File: src/sv/axuf_pkg.sv
// ----------------------------------------------------------------------------
// axuf_pkg - shared types and constants of the AX.25 UI fragment framer
// Segment size, header layout constants, CSR indexes and the queue entry type.
// ----------------------------------------------------------------------------
package axuf_pkg;

   localparam int unsigned MAX_DATAGRAM = 2048;
   localparam int unsigned SEGMENT      = 250;
   localparam int unsigned HDR_LEN      = 18;
   localparam int unsigned QUEUE_DEPTH  = 4;

   localparam int unsigned LEN_W  = 12;
   localparam int unsigned DPOS_W = 11;
   localparam int unsigned SPOS_W = 8;
   localparam int unsigned HCNT_W = 5;
   localparam int unsigned QPTR_W = $clog2(QUEUE_DEPTH);
   localparam int unsigned QCNT_W = $clog2(QUEUE_DEPTH + 1);

   localparam logic [7:0] DSSID_BITS = 8'hE0;
   localparam logic [7:0] SSSID_BITS = 8'h60;
   localparam logic [7:0] SSID_CMD   = 8'h01;
   localparam logic [7:0] CTRL_UI    = 8'h03;
   localparam logic [7:0] PID_NONE   = 8'hF0;
   localparam logic [7:0] FRAG_MARK  = 8'h01;
   localparam logic [7:0] LAST_FRAG  = 8'h80;
   localparam logic [3:0] SEQ_WRAP   = 4'h0F;

   localparam logic [47:0] SPACES6 = 48'h2020_2020_2020;

   typedef enum logic [1:0] {
      CSR_DEST_CALL = 2'd0,
      CSR_DEST_SSID = 2'd1,
      CSR_SRC_CALL  = 2'd2,
      CSR_SRC_SSID  = 2'd3
   } csr_index_type;

   typedef struct packed {
      logic [47:0] dest_callsign;
      logic [3:0]  dest_ssid;
      logic [47:0] src_callsign;
      logic [3:0]  src_ssid;
   } cfg_type;

   // one accepted byte, already classified by the front end
   typedef struct packed {
      logic [7:0] data_byte;
      logic       header;
      logic [7:0] frag_byte;
      logic       frame_end;
   } desc_type;

   typedef struct packed {
      logic not_empty;
      logic full;
   } queue_status_type;

endpackage

File: src/sv/axuf_front.sv
// ----------------------------------------------------------------------------
// axuf_front - input side of the framer
// Tracks datagram and segment position, classifies each byte and queues it.
// ----------------------------------------------------------------------------
module axuf_front (
   input  logic                         clock,
   input  logic                         reset,
   input  logic                         req_valid,
   input  logic [7:0]                   req_data_byte,
   input  logic [11:0]                  req_datagram_length,
   input  logic                         queue_full,
   output logic                         push,
   output axuf_pkg::desc_type           push_desc
);

   logic [axuf_pkg::DPOS_W-1:0] dpos_ff, dpos_in;
   logic [axuf_pkg::SPOS_W-1:0] spos_ff, spos_in;
   logic [3:0]                  frag_ff, frag_in;
   logic [3:0]                  seq_ff,  seq_in;

   logic [axuf_pkg::LEN_W-1:0]  len;
   logic [axuf_pkg::LEN_W-1:0]  dpos_ext;
   logic                        last_seg;
   logic                        dgram_end;
   logic                        seg_end;

   assign push = req_valid && !queue_full;

   always_comb begin
      // zero counts as one byte, long lengths saturate
      if (req_datagram_length == '0) begin
         len = axuf_pkg::LEN_W'(1);
      end else if (req_datagram_length > axuf_pkg::LEN_W'(axuf_pkg::MAX_DATAGRAM)) begin
         len = axuf_pkg::LEN_W'(axuf_pkg::MAX_DATAGRAM);
      end else begin
         len = req_datagram_length;
      end
      dpos_ext  = axuf_pkg::LEN_W'(dpos_ff);
      last_seg  = (dpos_ext + axuf_pkg::LEN_W'(axuf_pkg::SEGMENT)) >= len;
      dgram_end = (dpos_ext + axuf_pkg::LEN_W'(1)) >= len;
      seg_end   = dgram_end ||
                  ((9'(spos_ff) + 9'd1) >= 9'(axuf_pkg::SEGMENT));

      push_desc.data_byte = req_data_byte;
      push_desc.header    = (spos_ff == '0);
      push_desc.frag_byte = {1'b0, seq_ff, 3'b000} | {4'b0000, frag_ff} |
                            (last_seg ? axuf_pkg::LAST_FRAG : 8'h00);
      push_desc.frame_end = seg_end;

      dpos_in = dpos_ff;
      spos_in = spos_ff;
      frag_in = frag_ff;
      seq_in  = seq_ff;
      if (push) begin
         if (dgram_end) begin
            dpos_in = '0;
            spos_in = '0;
            frag_in = '0;
            seq_in  = (seq_ff + 4'd1 >= axuf_pkg::SEQ_WRAP) ? 4'd0 : seq_ff + 4'd1;
         end else begin
            dpos_in = dpos_ff + axuf_pkg::DPOS_W'(1);
            if (seg_end) begin
               spos_in = '0;
               frag_in = frag_ff + 4'd1;
            end else begin
               spos_in = spos_ff + axuf_pkg::SPOS_W'(1);
            end
         end
      end
   end

   always_ff @(posedge clock) begin
      if (reset) begin
         dpos_ff <= '0;
         spos_ff <= '0;
         frag_ff <= '0;
         seq_ff  <= '0;
      end else begin
         dpos_ff <= dpos_in;
         spos_ff <= spos_in;
         frag_ff <= frag_in;
         seq_ff  <= seq_in;
      end
   end

endmodule

File: src/sv/axuf_queue.sv
// ----------------------------------------------------------------------------
// axuf_queue - short descriptor queue between front and back
// Circular buffer; head entry is visible while the queue is not empty.
// ----------------------------------------------------------------------------
module axuf_queue (
   input  logic                          clock,
   input  logic                          reset,
   input  logic                          push,
   input  axuf_pkg::desc_type            push_desc,
   input  logic                          pop,
   output axuf_pkg::desc_type            head,
   output axuf_pkg::queue_status_type    status
);

   axuf_pkg::desc_type              mem_ff [axuf_pkg::QUEUE_DEPTH];
   logic [axuf_pkg::QPTR_W-1:0]     wptr_ff, wptr_in;
   logic [axuf_pkg::QPTR_W-1:0]     rptr_ff, rptr_in;
   logic [axuf_pkg::QCNT_W-1:0]     cnt_ff,  cnt_in;

   assign head             = mem_ff[rptr_ff];
   assign status.not_empty = (cnt_ff != '0);
   assign status.full      = (cnt_ff == axuf_pkg::QCNT_W'(axuf_pkg::QUEUE_DEPTH));

   always_comb begin
      wptr_in = push ? wptr_ff + axuf_pkg::QPTR_W'(1) : wptr_ff;
      rptr_in = pop  ? rptr_ff + axuf_pkg::QPTR_W'(1) : rptr_ff;
      cnt_in  = cnt_ff;
      if (push && !pop) begin
         cnt_in = cnt_ff + axuf_pkg::QCNT_W'(1);
      end else if (pop && !push) begin
         cnt_in = cnt_ff - axuf_pkg::QCNT_W'(1);
      end
   end

   always_ff @(posedge clock) begin
      if (push) begin
         mem_ff[wptr_ff] <= push_desc;
      end
   end

   always_ff @(posedge clock) begin
      if (reset) begin
         wptr_ff <= '0;
         rptr_ff <= '0;
         cnt_ff  <= '0;
      end else begin
         wptr_ff <= wptr_in;
         rptr_ff <= rptr_in;
         cnt_ff  <= cnt_in;
      end
   end

endmodule

File: src/sv/axuf_back.sv
// ----------------------------------------------------------------------------
// axuf_back - output side of the framer
// Plays out the 18-byte UI header where needed, then the data byte.
// ----------------------------------------------------------------------------
module axuf_back (
   input  logic                         clock,
   input  logic                         reset,
   input  axuf_pkg::cfg_type            cfg,
   input  axuf_pkg::desc_type           head,
   input  axuf_pkg::queue_status_type   qstat,
   output logic                         pop,
   output logic                         rsp_valid,
   input  logic                         rsp_stall,
   output logic [7:0]                   rsp_out_byte,
   output logic                         rsp_frame_end,
   output logic                         rsp_run_last
);

   logic                        valid_ff, valid_in;
   logic [7:0]                  byte_ff, byte_in;
   logic                        fend_ff, fend_in;
   logic                        last_ff, last_in;
   logic [axuf_pkg::HCNT_W-1:0] hcnt_ff, hcnt_in;

   logic                        load;
   logic                        in_header;
   logic [7:0]                  hdr_byte;

   assign load      = (!valid_ff || !rsp_stall) && qstat.not_empty;
   assign in_header = head.header &&
                      (hcnt_ff < axuf_pkg::HCNT_W'(axuf_pkg::HDR_LEN));
   assign pop       = load && !in_header;

   // callsign characters lose bit 7 in the shift
   always_comb begin
      case (hcnt_ff)
         5'd0:    hdr_byte = {cfg.dest_callsign[46:40], 1'b0};
         5'd1:    hdr_byte = {cfg.dest_callsign[38:32], 1'b0};
         5'd2:    hdr_byte = {cfg.dest_callsign[30:24], 1'b0};
         5'd3:    hdr_byte = {cfg.dest_callsign[22:16], 1'b0};
         5'd4:    hdr_byte = {cfg.dest_callsign[14:8],  1'b0};
         5'd5:    hdr_byte = {cfg.dest_callsign[6:0],   1'b0};
         5'd6:    hdr_byte = {3'b000, cfg.dest_ssid, 1'b0} | axuf_pkg::DSSID_BITS;
         5'd7:    hdr_byte = {cfg.src_callsign[46:40], 1'b0};
         5'd8:    hdr_byte = {cfg.src_callsign[38:32], 1'b0};
         5'd9:    hdr_byte = {cfg.src_callsign[30:24], 1'b0};
         5'd10:   hdr_byte = {cfg.src_callsign[22:16], 1'b0};
         5'd11:   hdr_byte = {cfg.src_callsign[14:8],  1'b0};
         5'd12:   hdr_byte = {cfg.src_callsign[6:0],   1'b0};
         5'd13:   hdr_byte = {3'b000, cfg.src_ssid, 1'b0} | axuf_pkg::SSSID_BITS |
                             axuf_pkg::SSID_CMD;
         5'd14:   hdr_byte = axuf_pkg::CTRL_UI;
         5'd15:   hdr_byte = axuf_pkg::PID_NONE;
         5'd16:   hdr_byte = axuf_pkg::FRAG_MARK;
         5'd17:   hdr_byte = head.frag_byte;
         default: hdr_byte = 8'h00;
      endcase
   end

   always_comb begin
      valid_in = valid_ff && rsp_stall;
      byte_in  = byte_ff;
      fend_in  = fend_ff;
      last_in  = last_ff;
      hcnt_in  = hcnt_ff;
      if (load) begin
         valid_in = 1'b1;
         if (in_header) begin
            byte_in = hdr_byte;
            fend_in = 1'b0;
            last_in = 1'b0;
            hcnt_in = hcnt_ff + axuf_pkg::HCNT_W'(1);
         end else begin
            byte_in = head.data_byte;
            fend_in = head.frame_end;
            last_in = 1'b1;
            hcnt_in = '0;
         end
      end
   end

   always_ff @(posedge clock) begin
      if (reset) begin
         valid_ff <= 1'b0;
         hcnt_ff  <= '0;
      end else begin
         valid_ff <= valid_in;
         hcnt_ff  <= hcnt_in;
      end
   end

   always_ff @(posedge clock) begin
      byte_ff <= byte_in;
      fend_ff <= fend_in;
      last_ff <= last_in;
   end

   assign rsp_valid     = valid_ff;
   assign rsp_out_byte  = byte_ff;
   assign rsp_frame_end = fend_ff;
   assign rsp_run_last  = last_ff;

   // header bytes never close a frame
   a_fend_on_data: assert property (@(posedge clock) disable iff (reset)
      (valid_ff && fend_ff) |-> last_ff)
      else $error("frame end on a header byte");

   a_hcnt_range: assert property (@(posedge clock) disable iff (reset)
      hcnt_ff <= axuf_pkg::HCNT_W'(axuf_pkg::HDR_LEN))
      else $error("header counter out of range");

   // mid-header the descriptor must still sit at the queue head
   a_hdr_holds_desc: assert property (@(posedge clock) disable iff (reset)
      (hcnt_ff != '0) |-> (qstat.not_empty && head.header))
      else $error("header underway without its descriptor");

   a_pop_ends_item: assert property (@(posedge clock) disable iff (reset)
      pop |=> (valid_ff && last_ff && hcnt_ff == '0))
      else $error("pop without a data byte loaded");

endmodule

File: src/sv/ax25_ui_fragment_framer.sv
// ----------------------------------------------------------------------------
// ax25_ui_fragment_framer - AX.25 UI framing of datagrams, cut into segments
// Datagram bytes in, UI frame bytes out, with an 18-byte header per segment.
// ----------------------------------------------------------------------------
//  - req_: one datagram byte per item with the datagram's total length;
//    accepted when req_valid is high and req_stall low.
//  - rsp_: one frame byte per item; frame_end on a frame's last byte,
//    run_last on the data byte that closes each input's results.
//  - csr_: callsigns and SSIDs by index; csr_ready is always high. Write
//    only while the block is idle.
//  - Path: an accepted byte is written into the queue, then loaded from the
//    queue head into the output register; earlier queued bytes or a held
//    output register can delay that load.
//  - Throughput: one output byte per cycle while rsp_stall is low and a
//    byte is queued. A segment's first byte gives the 18-byte header and
//    its data byte, any other byte one. The four-entry queue takes bytes
//    while a header plays out or rsp_stall holds the output register; once
//    it fills, req_stall rises. Nothing is dropped.
//  - Reset (synchronous): queue and output empty, positions and sequence
//    zero, callsigns six spaces, SSIDs zero.
// ----------------------------------------------------------------------------
module ax25_ui_fragment_framer (
   input  logic        clock,
   input  logic        reset,
   input  logic        req_valid,
   output logic        req_stall,
   input  logic [7:0]  req_data_byte,
   input  logic [11:0] req_datagram_length,
   output logic        rsp_valid,
   input  logic        rsp_stall,
   output logic [7:0]  rsp_out_byte,
   output logic        rsp_frame_end,
   output logic        rsp_run_last,
   input  logic        csr_valid,
   output logic        csr_ready,
   input  logic [1:0]  csr_index,
   input  logic [47:0] csr_data
);

   axuf_pkg::cfg_type           cfg_ff, cfg_in;
   axuf_pkg::desc_type          push_desc;
   axuf_pkg::desc_type          head;
   axuf_pkg::queue_status_type  qstat;
   logic                        push;
   logic                        pop;

   assign csr_ready = 1'b1;
   assign req_stall = qstat.full;

   // configuration registers
   always_comb begin
      cfg_in = cfg_ff;
      if (csr_valid) begin
         case (axuf_pkg::csr_index_type'(csr_index))
            axuf_pkg::CSR_DEST_CALL: cfg_in.dest_callsign = csr_data;
            axuf_pkg::CSR_DEST_SSID: cfg_in.dest_ssid     = csr_data[3:0];
            axuf_pkg::CSR_SRC_CALL:  cfg_in.src_callsign  = csr_data;
            axuf_pkg::CSR_SRC_SSID:  cfg_in.src_ssid      = csr_data[3:0];
            default:                 cfg_in = cfg_ff;
         endcase
      end
   end

   always_ff @(posedge clock) begin
      if (reset) begin
         cfg_ff.dest_callsign <= axuf_pkg::SPACES6;
         cfg_ff.dest_ssid     <= '0;
         cfg_ff.src_callsign  <= axuf_pkg::SPACES6;
         cfg_ff.src_ssid      <= '0;
      end else begin
         cfg_ff <= cfg_in;
      end
   end

   // front: position tracking and classification
   axuf_front u_front (
      .clock               (clock),
      .reset               (reset),
      .req_valid           (req_valid),
      .req_data_byte       (req_data_byte),
      .req_datagram_length (req_datagram_length),
      .queue_full          (qstat.full),
      .push                (push),
      .push_desc           (push_desc)
   );

   // decoupling queue
   axuf_queue u_queue (
      .clock     (clock),
      .reset     (reset),
      .push      (push),
      .push_desc (push_desc),
      .pop       (pop),
      .head      (head),
      .status    (qstat)
   );

   // back: header playout and output register
   axuf_back u_back (
      .clock         (clock),
      .reset         (reset),
      .cfg           (cfg_ff),
      .head          (head),
      .qstat         (qstat),
      .pop           (pop),
      .rsp_valid     (rsp_valid),
      .rsp_stall     (rsp_stall),
      .rsp_out_byte  (rsp_out_byte),
      .rsp_frame_end (rsp_frame_end),
      .rsp_run_last  (rsp_run_last)
   );

endmodule
File: config.mk
export PLATFORM = sky130hd
export DESIGN_NAME = ax25_ui_fragment_framer
export DESIGN_NICKNAME = d
export VERILOG_FILES = /design/src/sv/axuf_pkg.sv /design/src/sv/axuf_front.sv /design/src/sv/axuf_queue.sv /design/src/sv/axuf_back.sv /design/src/sv/ax25_ui_fragment_framer.sv
export SDC_FILE = /design/constraint.sdc
export NUM_CORES = 1
export LEC_CHECK = 0
export BUFFER_PORTS_ARGS = -buffer_cell sky130_fd_sc_hd__buf_2
export CELL_PAD_IN_SITES_DETAIL_PLACEMENT = 1
export CELL_PAD_IN_SITES_GLOBAL_PLACEMENT = 2
export CORE_MARGIN = 1
export CORE_UTILIZATION = 38
export CTS_CLUSTER_DIAMETER = 80
export DETAILED_ROUTE_END_ITERATION = 16
export GPL_TIMING_DRIVEN = 0
export PLACE_DENSITY = 0.82
export SYNTH_ARGS = -nofsm -noshare
export SYNTH_HDL_FRONTEND = slang
export SYNTH_SLANG_ARGS = --single-unit
File: constraint.sdc
create_clock -name clock -period 4.22 [get_ports clock]
set_input_delay 0.633 -clock clock [delete_from_list [all_inputs] [get_ports clock]]
set_output_delay 0.633 -clock clock [all_outputs]
set_load 0.01 [all_outputs]
==> impl.org, run 1 <==
** Status
- Status :: finished, final reports clean

** Logic synthesis
- Of all cell types, the one taking the most synthesized area is dfxtp_1.
- Cell types with the largest area share after synthesis :: dfxtp_1, edfxtp_1, nand2_1, a21oi_1, ha_1
- For this run, the number of Yosys warnings is 0.
- Counting flops with a built-in enable in the synthesized netlist gives 82.
- In this run, synthesis produced a sequential element count of 216.
- Post-Syn Nets :: 1198
- Synthesis instantiated 68 different standard cells from the library.
- Synth async-reset ratio :: 0%
- Dividing the synthesized area by the synthesized cell count gives slightly below 10 um^2.
- After synthesis, the largest area contributor takes up 25.8% of total cell area.
- Synthesis produced ~1100 cells.
- In the synthesized netlist the dominant register cell turns out to be dfxtp_1.
- The synthesized netlist occupies a cell area of 10400 um^2.
- Of the synthesized area, sequential elements account for about half.

** STA
- Worst-case clock skew :: 0.0221 ns
- In the finished design, the share of the clock period the worst path needs comes to 89.0%.
- Setup violations remaining at the end of the flow were counted as 0.
- Sum Neg Setup Slack :: 0 ns
- RSZ-0062 raised after global routing :: no
- Peak clock frequency supported by timing :: 0.266 GHz
- Slew at the pin closest to its max-slew limit :: about 1.4 ns
- The worst path needs 3.76 ns of the cycle, external delays included.
- Setup slack after layout :: 0.463 ns
- The number of pins exceeding their max-slew limit in the final report came to 0.
- Headroom to the max-slew limit came out at 6.13%.
- The count of final hold-check violations was 0.

** Floorplan
- The initial utilization of the core area, before any placement, comes to 38.7%.
- In this run the core area contains 60 standard-cell rows.
- After floorplanning, the core was sized to cover 26900 um^2.
- Measured along the y axis, the die boundary spans 167 um.
- The die covers approximately 28000 um^2.
- Pin placement for this block handled between 80 and 90 I/O pins.
- Die width :: 167 um

** Placement
- Before CTS, the worst setup slack after placement is 0.132 ns.
- Once detailed placement completed, the half-perimeter wirelength came to 23900 um.
- Buffers placed on the I/O ports in this run total 78.
- GPL Wtd Cong :: 0.869

** Min path
- The worst hold path begins at req_data_byte[0].
- In this run the worst hold path is classified as in -> reg.
- Counting instances, the worst hold path has a depth of 1.
- The worst hold path terminates at u_queue.mem_ff[2][10].

** Detailed routing
- Routed wire length :: 32800 um
- Routed vias :: 8656
- Routed length per instance :: 21.2 um
- Antenna-violating nets left :: 0
- Drt first pass iters :: 5
- In the routed design, unresolved DRC markers number 0.
- In the routed layout, each cell is associated on average with a via count of 5.60.
- The detailed router finished its first iteration with 472 violations.

** Clock network
- TritonCTS built the clock tree.
- The clock passes through at most 3 buffers.
- The clock drives 216 sinks.
- Maximum level of the CTS H-tree :: 1
- Clock-pin slew of the registers on the worst-case setup and hold paths :: roughly 0.060 ns
- Master cell of the clock root buffer :: clkbuf_16
- Number of buffers created by CTS :: 25
- Post-CTS Repair Setup Buffers :: 0
- The clock reaches the later pin of the worst-skew pair after 0.55 ns.

** Critical path
- Data on the critical path arrives at its endpoint at ~4.2 ns.
- Setup slack on the worst reg-to-reg path comes out at 0.46 ns.
- Capturing point of the worst reg2reg path :: u_front.dpos_ff[4]
- STA classifies the critical path endpoint as a flip-flop.
- In this run the critical register-to-register path is launched from u_front.dpos_ff[2].
- Worst Path Max Fanout :: 10
- The worst setup path is launched from a flip-flop.
- The worst register-to-register path has a depth of 13.
- WS Path Type :: reg -> reg
- At the worst endpoint, the required time is 4.67 ns.

** Global route
- Antenna violations before repair :: 0
- Via count of the first global-routing pass :: approximately 8900
- Overall routing resource usage :: 23.6%
- Largest net degree at the start of global routing :: 19
- Overflow left after global routing :: 0
- First-pass GRT wire length :: 51400 um

** Cells and area
- The number of antenna diodes in the final layout is 0.
- The net count of the finished layout is 1303.
- The filler cells instantiated in the layout total 3104.
- Area Growth Syn to Fin :: 16.8%
- Layout cell share with drive strength beyond 1 :: 14.6%

** Power and ir drop
- Summed over all cells, the static leakage comes to 4.42 nW.
- Power density over cell area :: between 500 and 600 nW/um^2
- IR drop worst, VDD :: between 0.2 and 0.25 mV

** Job
- MaxCap Viol Count :: 0
## worst max-delay path, cell delays in order (launching register included)
cell and delay [ns]:
dfxtp_1 0.48, ha_1 0.28, and4_1 0.27, and3_1 0.17, clkbuf_1 0.20, nand3_1 0.18, xnor2_1 0.18, ha_1 0.30
and3_1 0.21, a221oi_1 0.44, clkbuf_2 0.33, clkbuf_2 0.31, nand4_1 0.14, a21oi_1 0.19
## synthesized netlist by cell type (12+ instances only)
library cell,n
a21oi_1,109
a31oi_1,13
clkbuf_1,61
dfxtp_1,134
edfxtp_1,82
ha_1,41
inv_1,20
mux2i_1,17
mux4_2,20
nand2_1,233
nand3_1,32
nand3b_1,15
nand4_1,22
nor2_1,39
nor2b_1,15
nor3_1,16
o21ai_0,16
xnor2_1,12
## area by class of cell
cell class / count / area (um^2) / share of cell area, %
clock buffer: 30 / 684 / 5.63
multi-input combinational: 764 / 4860 / 40.0
tap: 341 / 427 / 3.51
timing repair buffer: 78 / 390 / 3.21
inverter: 22 / 82.6 / 0.680
sequential: 216 / 5140 / 42.4
buffer: 79 / 320 / 2.64
clock inverter: 16 / 235 / 1.94
## through the flow
step | total power [mW] | hold slack [ns] | instances | area, um^2 | utilization (%)
6_report | 6.17 | 0.301 | 1546 | 12100 | 45.2
2_1_floorplan | 3.33 | 0.433 | 1081 | 10400 | -
3_5_place_dp | 3.82 | 0.449 | 1500 | 11200 | 41.8
5_1_grt | 6.42 | 0.292 | 1546 | 12100 | 45.2
4_1_cts | 6.22 | 0.280 | 1546 | 12100 | 45.2
3_3_place_gp | 3.77 | 0.442 | 1500 | 11200 | 41.7
## where the power goes
| group | leakage, nW | total, mW | switching, mW | internal [mW] |
|---|---|---|---|---|
| logic | 2.11 | 1.26 | 0.811 | 0.452 |
| registers | 1.86 | 2.51 | 0.103 | 2.41 |
| clock network | 0.451 | 2.40 | 0.924 | 1.47 |
## state kept, by name, indices dropped and copies added, names as in the netlist, 4 cells and up, named ones only
name,cells
u_front.frag_ff,4
u_front.seq_ff,4
cfg_ff,92
u_front.dpos_ff,11
u_front.spos_ff,8
u_back.rsp_out_byte,8
u_queue.mem_ff,72
u_back.hcnt_ff,5
## layout by cell type (no fill, tap or decap), types with 6 or more instances in the layout
cell / n
a22o_1: 10
mux4_2: 20
clkbuf_1: 60
nand3_1: 32
a22oi_1: 11
nor2b_1: 15
nand2b_1: 6
a21oi_1: 109
ha_1: 41
inv_1: 20
nor4_1: 7
xnor2_1: 12
mux2i_1: 17
clkbuf_16: 25
nor2_1: 39
dfxtp_1: 134
a21o_1: 6
edfxtp_1: 82
o211ai_1: 8
and3_1: 9
o2bb2ai_1: 9
nor3b_1: 7
xor2_1: 11
a31oi_1: 13
nand3b_1: 15
or2_2: 6
buf_2: 89
clkinv_2: 6
a211oi_1: 7
nand2_1: 233
o21ai_0: 16
nor3_1: 16
nand4_1: 22
## cell families (layout without fill, tap and decap cells)
logic type | Yosys count | in the layout | share of synthesized area (%)
buffers and inverters | 101 | 225 | 3.85
AOI/OAI and AO/OA | 228 | 228 | 13.9
muxes | 42 | 42 | 6.51
xor gates and xnor gates | 23 | 23 | 1.94
and+or+nand+nor | 428 | 428 | 19.2
adders and majority gates | 42 | 42 | 5.12
DFF | 216 | 216 | 49.5
other | 1 | 1 | 0.0360
## how the worst max path moves through the flow
stage / cells past startpoint / slack, ns / start / to
after detailed placement: 13 / 0.13 / u_front.dpos_ff[2] / u_front.dpos_ff[4]
after global routing: 13 / 0.16 / u_front.dpos_ff[2] / u_front.dpos_ff[4]
after global placement: 13 / 0.23 / u_front.dpos_ff[2] / u_front.dpos_ff[7]
final: 13 / 0.46 / u_front.dpos_ff[2] / u_front.dpos_ff[4]
after floorplan: 13 / 0.96 / u_front.dpos_ff[2] / u_front.dpos_ff[2]
after CTS: 13 / 0.09 / u_front.dpos_ff[2] / u_front.dpos_ff[4]
## layer usage
layer  global-route usage [%]  wire length [um]  vias up
met2                     41.5             16300      203
li1                         -                 -     4108
met3                     3.07              1300       56
met4                     7.58               953        0
met1                     30.0             14300     4289
met5                        0                 0        -
## what timing repair did
item	4_1_cts	5_1_grt
gates resized for setup	0	4
hold buffers	0	0
hold endpoints to repair	0	0
setup endpoints to repair	0	10
(Power assumes the default switching activity.)
==> run 2: changes to the inputs <==
CAP_MARGIN = 20   (was not set)
RECOVER_POWER = 50   (was not set)
==> run 2 against run 1 <==
Global-route usage is essentially flat; final cell count grew 0.13%; non-clock buffer count grew 2; critical endpoint unchanged; largest power group unchanged; highest routed layer unchanged.
==> impl.org, run 2 (synthesis results as in run 1) <==
** Clock network
- TritonCTS built the clock tree.
- The number of H-tree levels is 1 (unchanged).
- Master cell of the clock root buffer :: clkbuf_16
- The worst-case clock buffer depth came to 3 (unchanged).
- Number of sinks on the clock net :: 216 (unchanged)
- The total CTS buffers was 25 (unchanged).
- Clock Latency Late Sink :: 0.53 ns (-0.02 ns)
- Clock-pin slew of the registers on the worst-case setup and hold paths :: 0.06 ns (about the same)

** Cells and area
- Leaving out fill and tap cells, the most frequent cell in the layout is nand2_1.
- From synthesis to final layout, the design area changed by 15.9%.
- Registers with the most flip-flops :: cfg_ff x92, u_queue.mem_ff x72, u_front.dpos_ff x11
- Number of non-filler instances in the completed layout :: 1548 (+0.13%)
- Inserted Diodes :: 0 (unchanged)
- Layout cell share with drive strength beyond 1 :: 12.7% (-1.9 points)
- Number of nets in the layout :: 1305 (+0.15%)
- The number of flip-flops in the largest register was 92 (unchanged).
- Fraction of the core area covered by cells at the end of the flow :: 44.9% (-0.33 points)
- cfg_ff holds more flip-flops than any other register.
- The cell area after layout was 12100 um^2 (-0.73%).
- In the layout the commonest cells are nand2_1, dfxtp_1, a21oi_1, clkbuf_1, edfxtp_1.

** Placement
- The cell count after placement is 1502 (+0.13%).
- Worst setup timing slack at the placement stage :: 0.155 ns (+0.0231 ns)
- The total cell area at the placement stage came to 11200 um^2 (+0.11%).
- The final RePlAce weighted congestion is 0.869 (unchanged).
- PortBufs :: 78 (unchanged)
- The total half-perimeter wirelength after legalization and detailed placement was 23800 um (-0.44%).

** Floorplan
- Standard-cell rows :: 60 (unchanged)
- The area of the die was 28000 um^2 (unchanged).
- Die width :: 167 um (unchanged)
- Core region area :: 26900 um^2 (unchanged)
- The height of the die was 167 um (unchanged).
- The starting density of the core came to 38.7% (unchanged).
- Top Ports :: 88 (unchanged)

** Critical path
- Traced cell by cell, the critical path runs through ha_1 > and4_1 > and3_1 > clkbuf_1 > nand3_1 > xnor2_1 > ha_1 > and3_1 > a221oi_1 > clkbuf_2 > clkbuf_2 > nand4_1 > a21oi_1.
- Critical path's top delay family :: simple AND/OR/NAND/NOR gates
- The data arrival time of the critical path was 4.24 ns (+0.03 ns).
- WS Path Type :: reg -> reg
- The critical path buffer and inverter count came to 3 (unchanged).
- The stage delay of the slowest cell on the critical path came to 0.48 ns (about the same).
- Worst Path Max Fanout :: 10 (unchanged)
- Critical Path RT :: 4.66 ns (about the same)
- The slowest stage of the critical path belongs to the cell dfxtp_1.
- Startpoint kind of the worst setup timing path :: flip-flop
- Worst setup EP type :: flip-flop

** STA
- Slew at the pin closest to its max-slew limit :: 1.00 ns (-0.401 ns)
- The final clock skew is 0.0109 ns (-0.0112 ns).
- Post-layout min period :: 3.80 ns (+0.0398 ns)
- Peak clock frequency supported by timing :: 0.263 GHz (-1.0%)
- Max_slew headroom :: 31.3% (+25 points)
- Sum Neg Setup Slack :: 0 ns (unchanged)
- The part of the cycle the worst path needs came to 90.0% (+0.94 points).
- Setup slack after layout :: 0.423 ns (-0.0398 ns)
- Total setup violations reported at the end of the flow :: 0 (unchanged)
- RSZ-0062 raised after global routing :: no
- Number of hold-slack violations in the final timing report :: 0 (unchanged)
- Final Slew Violations :: 0 (unchanged)

** Global route
- First-pass GRT wire length :: 51100 um (-0.62%)
- Largest net degree at the start of global routing :: 19 (unchanged)
- Overflow left after global routing :: 0 (unchanged)
- The number of global-route vias before repair is 8868 (-0.68%).
- The initial antenna violation count was 0 (unchanged).
- The all-layer global routing usage came to 23.6% (about the same).

** Detailed routing
- The via count came to 8657 (+0.012%).
- DRC Markers :: 0 (unchanged)
- The number of iterations in the first detailed-routing pass is 5 (unchanged).
- The detail-routed via count per cell was 5.59 (-0.12%).
- Routed wire length :: 32700 um (-0.40%)
- Drt initial violations :: 398 (-16%)
- The detail-routed net length per standard cell was 21.1 um (-0.53%).
- Antenna-violating nets left :: 0 (unchanged)

** Status
- The run finished with clean final reports.

** Power and ir drop
- Power density over cell area :: 497 nW/um^2 (-2.1%)
- IR drop worst, VDD :: 0.321 mV (+30%)
- Leakage power of the design :: 4.34 nW (-1.9%)

** Job
- MaxCap Viol Count :: 0 (unchanged)

** Min path
- The path class of the tightest hold or removal check is in -> reg.
run 2: changes by cell type in the layout (fill, tap and decap cells not counted), sizes merged:
cell	before	now
bufinv	5	3
clkbuf	91	117
inv	21	22
clkinvlp	2	0
buf	96	78
clkinv	10	7
run 2: repair_timing:
| item | 4_1_cts | 5_1_grt |
|---|---|---|
| resized for setup | 0 | 4 |
| endpoints found under the hold margin | 0 | 0 |
| hold buffers | 0 | 0 |
| setup endpoints to repair | 0 | 10 |
| buffers inserted | 0 | 0 |
run 2: cell type report:
| type | count | area [um^2] |
|---|---|---|
| well taps | 341 | 427 |
| clock inverters | 10 | 136 |
| inverters | 22 | 82.6 |
| multi-input cells | 764 | 4860 |
| repair buffers | 80 | 378 |
| flip-flops and latches | 216 | 5140 |
| plain buffers | 79 | 320 |
| clock buffers | 36 | 707 |
| fillers | 3101 | 14800 |
run 2: where the power goes:
part	internal, mW	switching [mW]	leakage [nW]
registers	2.41	0.102	1.86
logic	0.441	0.810	2.06
clock network	1.35	0.883	0.416
run 2: per-layer routing:
| layer | GRT usage, % | wire [um] | vias to the layer above |
|---|---|---|---|
| met1 | 29.6 | 14100 | 4258 |
| met4 | 9.25 | 1160 | 0 |
| li1 | - | - | 4118 |
| met5 | 0 | 0 | - |
| met3 | 3.66 | 1560 | 66 |
| met2 | 40.8 | 15900 | 215 |
run 2: per-stage QoR:
step | power [mW] | hold WS [ns]
after floorplan | 3.33 | 0.433
after global placement | 3.77 | 0.442
after detailed placement | 3.83 | 0.448
after CTS | 6.04 | 0.304
after global routing | 6.25 | 0.353
final | 6.00 | 0.342
run 2: path summary, 6_finish.rpt:
check / start / endpoint / slack (ns) / cells after the start
max: u_front.dpos_ff[2] / u_front.dpos_ff[4] / 0.42 / 13
max reg2reg: u_front.dpos_ff[2] / u_front.dpos_ff[4] / 0.42 / 13
min: csr_data[45] / cfg_ff[49] / 0.34 / 3
min reg2reg: cfg_ff[68] / cfg_ff[68] / 0.45 / 2
run 2: tightest hold or removal path: cells and delay by family:
family | cells | cell delay (ns)
and+or+nand+nor | 2 | 0.10
buffers and inverters | 1 | 0.09
